$ cat config.mk
export PLATFORM = sky130hd
export DESIGN_NAME = char_display_cursor_framer_top
export DESIGN_NICKNAME = d
export VERILOG_FILES = /design/src/hw/rtl/cdcf_pkg.sv /design/src/hw/rtl/cdcf_front.sv /design/src/hw/rtl/cdcf_job_fifo.sv /design/src/hw/rtl/cdcf_back.sv /design/src/hw/rtl/char_display_cursor_framer_top.sv
export SDC_FILE = /design/constraint.sdc
export NUM_CORES = 1
export LEC_CHECK = 0
export BUFFER_PORTS_ARGS = -buffer_cell sky130_fd_sc_hd__buf_2
export CAP_MARGIN = 40
export CELL_PAD_IN_SITES_DETAIL_PLACEMENT = 2
export CELL_PAD_IN_SITES_GLOBAL_PLACEMENT = 2
export CORE_ASPECT_RATIO = 1.1
export CORE_UTILIZATION = 30
export CTS_BUF_LIST = sky130_fd_sc_hd__clkbuf_16
export CTS_CLUSTER_DIAMETER = 30
export DETAILED_ROUTE_END_ITERATION = 16
export GPL_TIMING_DRIVEN = 0
export PLACE_DENSITY = 0.62
export SYNTH_ARGS = -nofsm -noshare
export SYNTH_HDL_FRONTEND = slang
export SYNTH_SLANG_ARGS = --single-unit
$ cat constraint.sdc
create_clock -name clk -period 4.68 [get_ports clk]
set_clock_uncertainty 0.05 [all_clocks]
set_input_delay 0.234 -clock clk [delete_from_list [all_inputs] [get_ports clk]]
set_output_delay 0.234 -clock clk [all_outputs]
set_load 0.05 [all_outputs]
$ cat src/hw/rtl/cdcf_pkg.sv
// shared types and constants for the character display cursor framer
`default_nettype none

package cdcf_pkg;

  // display geometry limits
  localparam int MAX_COLUMNS = 32;
  localparam int MAX_ROWS    = 4;

  // field widths
  localparam int COL_W      = $clog2(MAX_COLUMNS);
  localparam int ROW_W      = $clog2(MAX_ROWS);
  localparam int LINES_W    = 3;
  localparam int COLUMNS_W  = 6;
  localparam int CFG_IDX_W  = 1;
  localparam int CFG_DATA_W = 6;

  // job queue between front and back
  localparam int QUEUE_DEPTH = 4;
  localparam int QPTR_W      = $clog2(QUEUE_DEPTH);
  localparam int QCNT_W      = $clog2(QUEUE_DEPTH + 1);

  // opcodes
  localparam logic [1:0] OP_WRITE_AT  = 2'd0;
  localparam logic [1:0] OP_WRITE_CUR = 2'd1;
  localparam logic [1:0] OP_SET_CUR   = 2'd2;
  localparam logic [1:0] OP_CLEAR     = 2'd3;

  // configuration register indexes
  localparam logic [CFG_IDX_W-1:0] CFG_LINE_COUNT   = 1'd0;
  localparam logic [CFG_IDX_W-1:0] CFG_COLUMN_COUNT = 1'd1;

  // reset values of the configuration registers
  localparam logic [LINES_W-1:0]   LINE_COUNT_RST   = 3'd4;
  localparam logic [COLUMNS_W-1:0] COLUMN_COUNT_RST = 6'd20;

  // link bytes
  localparam logic [7:0] START_CMD  = 8'h1F;
  localparam logic [7:0] START_DATA = 8'h5F;
  localparam logic [7:0] CLEAR_CMD  = 8'h01;
  localparam logic [7:0] ROW_BASE_0 = 8'h80;
  localparam logic [7:0] ROW_BASE_1 = 8'hA0;
  localparam logic [7:0] ROW_BASE_2 = 8'hC0;
  localparam logic [7:0] ROW_BASE_3 = 8'hE0;

  // frame byte positions
  localparam logic [2:0] STEP_CLEAR_LAST = 3'd2;
  localparam logic [2:0] STEP_WRITE_LAST = 3'd5;

  // input request
  typedef struct packed {
    logic [1:0] opcode;
    logic [7:0] target_col;
    logic [7:0] target_row;
    logic [7:0] char_code;
  } in_item_t;

  // result item
  typedef struct packed {
    logic [7:0] link_byte;
    logic       is_last;
  } out_item_t;

  // frame job handed from front to back
  typedef struct packed {
    logic       is_clear;
    logic [7:0] addr;
    logic [7:0] char_code;
  } job_t;

endpackage

`default_nettype wire

$ cat src/hw/rtl/cdcf_front.sv
// front end: configuration, cursor tracking and frame job generation
`default_nettype none

module cdcf_front (
  input  wire logic                             clk,
  input  wire logic                             rst_n,
  input  wire logic                             in_push,
  output logic                                  in_full,
  input  wire cdcf_pkg::in_item_t               in_data,
  input  wire logic                             cfg_valid,
  output logic                                  cfg_ready,
  input  wire logic [cdcf_pkg::CFG_IDX_W-1:0]   cfg_index,
  input  wire logic [cdcf_pkg::CFG_DATA_W-1:0]  cfg_data,
  input  wire logic                             job_full,
  output logic                                  job_push,
  output cdcf_pkg::job_t                        job_data
);
  import cdcf_pkg::*;

  logic [LINES_W-1:0]   line_count_r;
  logic [COLUMNS_W-1:0] column_count_r;
  logic [COL_W-1:0]     cursor_col_r, cursor_col_nxt;
  logic [ROW_W-1:0]     cursor_row_r, cursor_row_nxt;

  logic [COLUMNS_W-1:0] eff_cols;
  logic [LINES_W-1:0]   eff_rows;
  logic                 in_bounds;
  logic                 accept;
  logic                 do_write;
  logic [COL_W-1:0]     wr_col;
  logic [ROW_W-1:0]     wr_row;
  logic [7:0]           row_base;
  logic [COLUMNS_W-1:0] adv_col;
  logic [LINES_W-1:0]   adv_row;
  logic [COL_W-1:0]     next_col;
  logic [ROW_W-1:0]     next_row;

  // configuration registers, always ready
  assign cfg_ready = 1'b1;

  always_ff @(posedge clk) begin
    if (!rst_n) begin
      line_count_r   <= LINE_COUNT_RST;
      column_count_r <= COLUMN_COUNT_RST;
    end else if (cfg_valid) begin
      if (cfg_index == CFG_LINE_COUNT) begin
        line_count_r <= cfg_data[LINES_W-1:0];
      end
      if (cfg_index == CFG_COLUMN_COUNT) begin
        column_count_r <= cfg_data[COLUMNS_W-1:0];
      end
    end
  end

  // bounds clamped to the display limits
  assign eff_cols  = (column_count_r > COLUMNS_W'(MAX_COLUMNS)) ?
                     COLUMNS_W'(MAX_COLUMNS) : column_count_r;
  assign eff_rows  = (line_count_r > LINES_W'(MAX_ROWS)) ?
                     LINES_W'(MAX_ROWS) : line_count_r;
  assign in_bounds = ({2'b00, in_data.target_col} < {4'd0, eff_cols}) &&
                     ({2'b00, in_data.target_row} < {7'd0, eff_rows});

  // input side handshake
  assign in_full = job_full;
  assign accept  = in_push && !job_full;

  // write position: target for write-at, cursor otherwise
  always_comb begin
    do_write = 1'b0;
    wr_col   = cursor_col_r;
    wr_row   = cursor_row_r;
    unique case (in_data.opcode)
      OP_WRITE_AT: begin
        do_write = in_bounds;
        wr_col   = in_data.target_col[COL_W-1:0];
        wr_row   = in_data.target_row[ROW_W-1:0];
      end
      OP_WRITE_CUR: begin
        do_write = 1'b1;
      end
      OP_SET_CUR, OP_CLEAR: begin
        do_write = 1'b0;
      end
      default: begin
        do_write = 1'b0;
      end
    endcase
  end

  // row base lookup, two-line displays put row 1 at the third base
  always_comb begin
    unique case (wr_row)
      2'd0:    row_base = ROW_BASE_0;
      2'd1:    row_base = (line_count_r == 3'd2) ? ROW_BASE_2 : ROW_BASE_1;
      2'd2:    row_base = ROW_BASE_2;
      default: row_base = ROW_BASE_3;
    endcase
  end

  // cursor advance after a write, wrapping column then row
  always_comb begin
    adv_col = {1'b0, wr_col} + COLUMNS_W'(1);
    adv_row = {1'b0, wr_row};
    if (adv_col >= eff_cols || adv_col > COLUMNS_W'(MAX_COLUMNS - 1)) begin
      adv_col = '0;
      adv_row = adv_row + LINES_W'(1);
    end
    if (adv_row >= eff_rows || adv_row > LINES_W'(MAX_ROWS - 1)) begin
      adv_row = '0;
    end
    next_col = adv_col[COL_W-1:0];
    next_row = adv_row[ROW_W-1:0];
  end

  // next cursor
  always_comb begin
    cursor_col_nxt = cursor_col_r;
    cursor_row_nxt = cursor_row_r;
    if (accept) begin
      unique case (in_data.opcode)
        OP_WRITE_AT, OP_WRITE_CUR: begin
          if (do_write) begin
            cursor_col_nxt = next_col;
            cursor_row_nxt = next_row;
          end
        end
        OP_SET_CUR: begin
          if (in_bounds) begin
            cursor_col_nxt = in_data.target_col[COL_W-1:0];
            cursor_row_nxt = in_data.target_row[ROW_W-1:0];
          end else begin
            cursor_col_nxt = '0;
            cursor_row_nxt = '0;
          end
        end
        default: begin
          cursor_col_nxt = '0;
          cursor_row_nxt = '0;
        end
      endcase
    end
  end

  always_ff @(posedge clk) begin
    if (!rst_n) begin
      cursor_col_r <= '0;
      cursor_row_r <= '0;
    end else begin
      cursor_col_r <= cursor_col_nxt;
      cursor_row_r <= cursor_row_nxt;
    end
  end

  // job to the back end
  assign job_push           = accept && (do_write || in_data.opcode == OP_CLEAR);
  assign job_data.is_clear  = (in_data.opcode == OP_CLEAR);
  assign job_data.addr      = row_base + {3'b000, wr_col};
  assign job_data.char_code = in_data.char_code;

endmodule

`default_nettype wire

$ cat src/hw/rtl/cdcf_job_fifo.sv
// short job queue between front and back end
`default_nettype none

module cdcf_job_fifo (
  input  wire logic           clk,
  input  wire logic           rst_n,
  input  wire logic           push,
  input  wire cdcf_pkg::job_t push_data,
  output logic                full,
  input  wire logic           pop,
  output logic                valid,
  output cdcf_pkg::job_t      head
);
  import cdcf_pkg::*;

  job_t              slot_r [QUEUE_DEPTH];
  logic [QPTR_W-1:0] wr_ptr_r, wr_ptr_nxt;
  logic [QPTR_W-1:0] rd_ptr_r, rd_ptr_nxt;
  logic [QCNT_W-1:0] count_r, count_nxt;
  logic              do_push, do_pop;

  assign full    = (count_r == QCNT_W'(QUEUE_DEPTH));
  assign valid   = (count_r != '0);
  assign head    = slot_r[rd_ptr_r];
  assign do_push = push && !full;
  assign do_pop  = pop && valid;

  // pointer and fill count update
  always_comb begin
    wr_ptr_nxt = do_push ? wr_ptr_r + QPTR_W'(1) : wr_ptr_r;
    rd_ptr_nxt = do_pop  ? rd_ptr_r + QPTR_W'(1) : rd_ptr_r;
    count_nxt  = count_r;
    if (do_push && !do_pop) begin
      count_nxt = count_r + QCNT_W'(1);
    end else if (do_pop && !do_push) begin
      count_nxt = count_r - QCNT_W'(1);
    end
  end

  always_ff @(posedge clk) begin
    if (!rst_n) begin
      wr_ptr_r <= '0;
      rd_ptr_r <= '0;
      count_r  <= '0;
    end else begin
      wr_ptr_r <= wr_ptr_nxt;
      rd_ptr_r <= rd_ptr_nxt;
      count_r  <= count_nxt;
    end
  end

  // payload storage
  always_ff @(posedge clk) begin
    if (do_push) begin
      slot_r[wr_ptr_r] <= push_data;
    end
  end

endmodule

`default_nettype wire

$ cat src/hw/rtl/cdcf_back.sv
// back end: serializes frame jobs into link bytes through an output register
`default_nettype none

module cdcf_back (
  input  wire logic           clk,
  input  wire logic           rst_n,
  input  wire logic           job_valid,
  input  wire cdcf_pkg::job_t job_head,
  output logic                job_pop,
  output logic                out_empty,
  input  wire logic           out_pop,
  output cdcf_pkg::out_item_t out_data
);
  import cdcf_pkg::*;

  logic [2:0] step_r, step_nxt;
  logic       out_valid_r, out_valid_nxt;
  out_item_t  out_r, out_nxt;
  logic       load;
  logic       last;
  logic [7:0] byte_sel;

  assign out_empty = !out_valid_r;
  assign out_data  = out_r;
  assign load      = !out_valid_r || out_pop;

  // byte for the current step of the frame
  always_comb begin
    byte_sel = START_CMD;
    if (job_head.is_clear) begin
      unique case (step_r)
        3'd0:    byte_sel = START_CMD;
        3'd1:    byte_sel = {4'h0, CLEAR_CMD[3:0]};
        default: byte_sel = {4'h0, CLEAR_CMD[7:4]};
      endcase
    end else begin
      unique case (step_r)
        3'd0:    byte_sel = START_CMD;
        3'd1:    byte_sel = {4'h0, job_head.addr[3:0]};
        3'd2:    byte_sel = {4'h0, job_head.addr[7:4]};
        3'd3:    byte_sel = START_DATA;
        3'd4:    byte_sel = {4'h0, job_head.char_code[3:0]};
        default: byte_sel = {4'h0, job_head.char_code[7:4]};
      endcase
    end
  end

  assign last = job_head.is_clear ? (step_r == STEP_CLEAR_LAST) :
                                    (step_r == STEP_WRITE_LAST);

  // output register load and step sequencing
  always_comb begin
    step_nxt      = step_r;
    out_valid_nxt = out_valid_r;
    out_nxt       = out_r;
    job_pop       = 1'b0;
    if (load) begin
      out_valid_nxt = job_valid;
      if (job_valid) begin
        out_nxt.link_byte = byte_sel;
        out_nxt.is_last   = last;
        step_nxt          = last ? 3'd0 : step_r + 3'd1;
        job_pop           = last;
      end
    end
  end

  always_ff @(posedge clk) begin
    if (!rst_n) begin
      step_r      <= '0;
      out_valid_r <= 1'b0;
    end else begin
      step_r      <= step_nxt;
      out_valid_r <= out_valid_nxt;
    end
  end

  always_ff @(posedge clk) begin
    out_r <= out_nxt;
  end

endmodule

`default_nettype wire

$ cat src/hw/rtl/char_display_cursor_framer_top.sv
// Character display cursor framer: turns write, set-cursor and clear requests
// into link bytes for a serially attached character display. Requests enter a
// front end that tracks the cursor and queues frame jobs (up to four) for a
// back end that sends one link byte per cycle through an output register while
// the receiver keeps popping. A write request makes six bytes, a clear three; a
// set-cursor request or an out-of-range positioned write makes no bytes.
// Sustained write throughput is set by the one-byte-per-cycle serializer.
// Configuration registers take a write in any cycle; change them only while the
// block is idle.
`default_nettype none

module char_display_cursor_framer_top (
  input  wire logic                             clk,
  input  wire logic                             rst_n,
  input  wire logic                             in_push,
  output logic                                  in_full,
  input  wire cdcf_pkg::in_item_t               in_data,
  output logic                                  out_empty,
  input  wire logic                             out_pop,
  output cdcf_pkg::out_item_t                   out_data,
  input  wire logic                             cfg_valid,
  output logic                                  cfg_ready,
  input  wire logic [cdcf_pkg::CFG_IDX_W-1:0]   cfg_index,
  input  wire logic [cdcf_pkg::CFG_DATA_W-1:0]  cfg_data
);
  import cdcf_pkg::*;

  logic job_push, job_full, job_pop, job_valid;
  job_t job_in, job_head;

  // request intake and cursor
  cdcf_front u_front (
    .clk       (clk),
    .rst_n     (rst_n),
    .in_push   (in_push),
    .in_full   (in_full),
    .in_data   (in_data),
    .cfg_valid (cfg_valid),
    .cfg_ready (cfg_ready),
    .cfg_index (cfg_index),
    .cfg_data  (cfg_data),
    .job_full  (job_full),
    .job_push  (job_push),
    .job_data  (job_in)
  );

  // job queue
  cdcf_job_fifo u_fifo (
    .clk       (clk),
    .rst_n     (rst_n),
    .push      (job_push),
    .push_data (job_in),
    .full      (job_full),
    .pop       (job_pop),
    .valid     (job_valid),
    .head      (job_head)
  );

  // byte serializer
  cdcf_back u_back (
    .clk       (clk),
    .rst_n     (rst_n),
    .job_valid (job_valid),
    .job_head  (job_head),
    .job_pop   (job_pop),
    .out_empty (out_empty),
    .out_pop   (out_pop),
    .out_data  (out_data)
  );

endmodule

`default_nettype wire

==> metrics.txt <==
outcome=completed; starting density of the core=31.2%; LEAKAGE=2.15 nW; # diodes=0; Synth top area share=42.9%; drt drc=0; Synth async-reset ratio=0%; share of post-route cells with drive strength above 1=25.1%; CP Launch Type=input port; setup repair bufs after CTS=0; wire length of the first global-routing pass=19,600 um; setup violators final=0; flops & latches, synth=100; Clock transition at path regs=70 ps; clock root buffer=clkbuf_16; Num CTS Buffers=9; synth warn=0; I/O Buffers=42; fill count=1,658; Synth Cell Area=4970 sq um; Sequential Area=2710 sq um; Max Buffers Root-to-Sink=2; H-tree Lvls=3; Worst Path Max Fanout=10; # nets final=502; Yosys cell types=63; Synth area leader=edfxtp_1; Synth Area in Compound Gates=10.6%; Core Box Area=15,900 sq um; Post-synth EDFFs=71; final hold viol count=0; Final ANT Viol Nets=0; remaining global-route overflow=0; post-synthesis mux area share=10.6%; Multi-input gate area=2080 sq um; Post-Synth Adder-Cell Area=7.71%; initial antenna violation count=0; commonest non-fill, non-tap cell in the layout=edfxtp_1; Period Utilization, post-route=90.9%; vias in the first global route=3,616; clk_lat worst skew=350 ps; All-Layer GR Usage=15.3%; # rows=48; drt initial violations=89; largest family of logic cells by synthesized area=simple AND/OR/NAND/NOR gates; Sink Count=100; post-detail-place hpwl=9210 um; xor and xnor area share after synthesis=1.74%; die width=125 um; maxcap violations=0; Die ar.=17,100 sq um; Critical Path End Type=flip-flop; CTS tree=built; HP Class=input port to flip-flop; post-cts hold buffer count=0; Peak VDD IR=0.175 mV; post-synthesis sequential area ratio=54.6%; via count=3,149; post-layout minimum cycle time=4250 ps; Synth Area in Simple Gates=11.0%; Pre-antenna DRT Iters=4; unrepaired setup endpoints after global routing=no; largest net degree at the start of global routing=18; critical path class=input port to flip-flop; die height=137 um; Slew HR=61.4%; Gate Count Post-Synth=376; Worst Tran Pin Value=578 ps; area added between synthesis and finish=16.2%; Primary FF master, synth=edfxtp_1; Ports=50; Tot Pwr=2.19 mW; Synth Area per Inst=13.2 sq um; DR vias/cell=4.93; DR WL/cell=18.8 um; Setup TNS=0 ps; fin. max-slew vios=0; PostCTS Resize Cnt=0; Req. time, crit path=4870 ps; GP Congestion=0.755; Worst Path Arrival=4440 ps; FMAX=235 MHz; PwrDens=379 nW/um^2; final wirelength=12,000 um; most frequent cells in the layout=edfxtp_1 (71), buf_2 (44), ha_1 (29), dfxtp_1 (29), nand2_1 (25); synth top area cells=edfxtp_1 (43%), dfxtp_1 (12%), ha_1 (7.3%)
==> cell families after synthesis <==
family                     count (synthesis)
DFF                                      100
muxes                                     31
xor gates and xnor gates                   9
AOI/OAI and AO/OA                         72
other                                      2
buffers and inverters                     34
adders and majority gates                 30
and+or+nand+nor                           98
==> cells in the mapped netlist, drive strengths merged, types with 7 or more instances <==
cell type / number
edfxtp: 71
dfxtp: 29
ha: 29
nand2: 28
a21oi: 17
inv: 16
mux4: 16
nor2: 14
o21ai: 14
nand3: 13
and2: 11
buf: 10
nor2b: 10
mux2i: 9
clkbuf: 7
nor3: 7
xnor2: 7
==> critical path, stage by stage <==
cell	delay, ps
buf_2	160
nor2_2	230
buf_6	210
mux2_2	400
ha_1	260
xnor2_1	270
ha_1	290
a21oi_1	130
o21ai_1	110
a221oi_2	480
nand2_8	120
xnor2_1	150
ha_1	260
nand2b_1	90
a21oi_1	60
o21bai_1	370
nor3_1	80
mux2_4	270
o31a_1	260
==> final timing paths <==
check / start / end / slack, ps / cells past startpoint
hold / removal: in_data[0] / u_fifo.slot_r[0][0]$_DFFE_PP_ / 60 / 1
setup / recovery: in_data[24] / u_front.cursor_row_r[0]$_SDFFE_PN0P_ / 430 / 19
hold reg to reg: u_front.column_count_r[1]$_SDFFE_PN0P_ / u_front.column_count_r[1]$_SDFFE_PN0P_ / 430 / 2
setup reg to reg: u_front.cursor_col_r[1]$_SDFFE_PN0P_ / u_front.cursor_row_r[0]$_SDFFE_PN0P_ / 650 / 16
==> area by class of cell <==
class                           count  share of cell area [%]
Buffer                             17                    2.02
Timing Repair Buffer               46                    4.68
Clock inverter                      7                   0.932
Multi-Input combinational cell    243                    36.0
Clock buffer                        9                    3.90
Sequential cell                   100                    47.0
Inverter                           17                    1.11
Tap cell                          200                    4.34
==> sequential cells by signal, indices dropped and copies added (netlist names), named ones only <==
signal	cells
u_front.line_count_r	3
u_fifo.wr_ptr_r	2
u_front.cursor_col_r	5
u_fifo.slot_r	64
u_front.column_count_r	6
u_fifo.count_r	3
u_back.out_data	7
u_front.cursor_row_r	2
u_fifo.rd_ptr_r	2
u_back.step_r	3
u_back.out_valid_r	1
==> report_power, final <==
part	total (mW)	internal [mW]	switching, mW	leakage [nW]
combinational	0.440	0.161	0.279	1.13
sequential	1.04	1.01	0.0262	0.889
clock	0.709	0.364	0.345	0.133
==> per-layer routing <==
metal	part of all wire, %	GRT usage (%)	up-vias
li1	-	-	1511
met1	42	17.3	1575
met2	54	29.0	52
met3	2.3	2.23	11
met4	1.5	5.62	0
met5	0	0	-
==> stage by stage <==
step | hold WS, ps | cell area (sq um) | utilization (%) | setup slack, ps | instances
final | 57.4 | 5770 | 36.3 | 426 | 639
after global placement | 399 | 5430 | 34.1 | 108 | 619
after detailed placement | 414 | 5490 | 34.5 | 61.2 | 623
after floorplan | 283 | 4970 | - | 609 | 377
after global routing | 56.6 | 5770 | 36.3 | 167 | 639
after CTS | 42.4 | 5770 | 36.3 | 421 | 639
No activity file was read; power rests on OpenSTA's default activity.
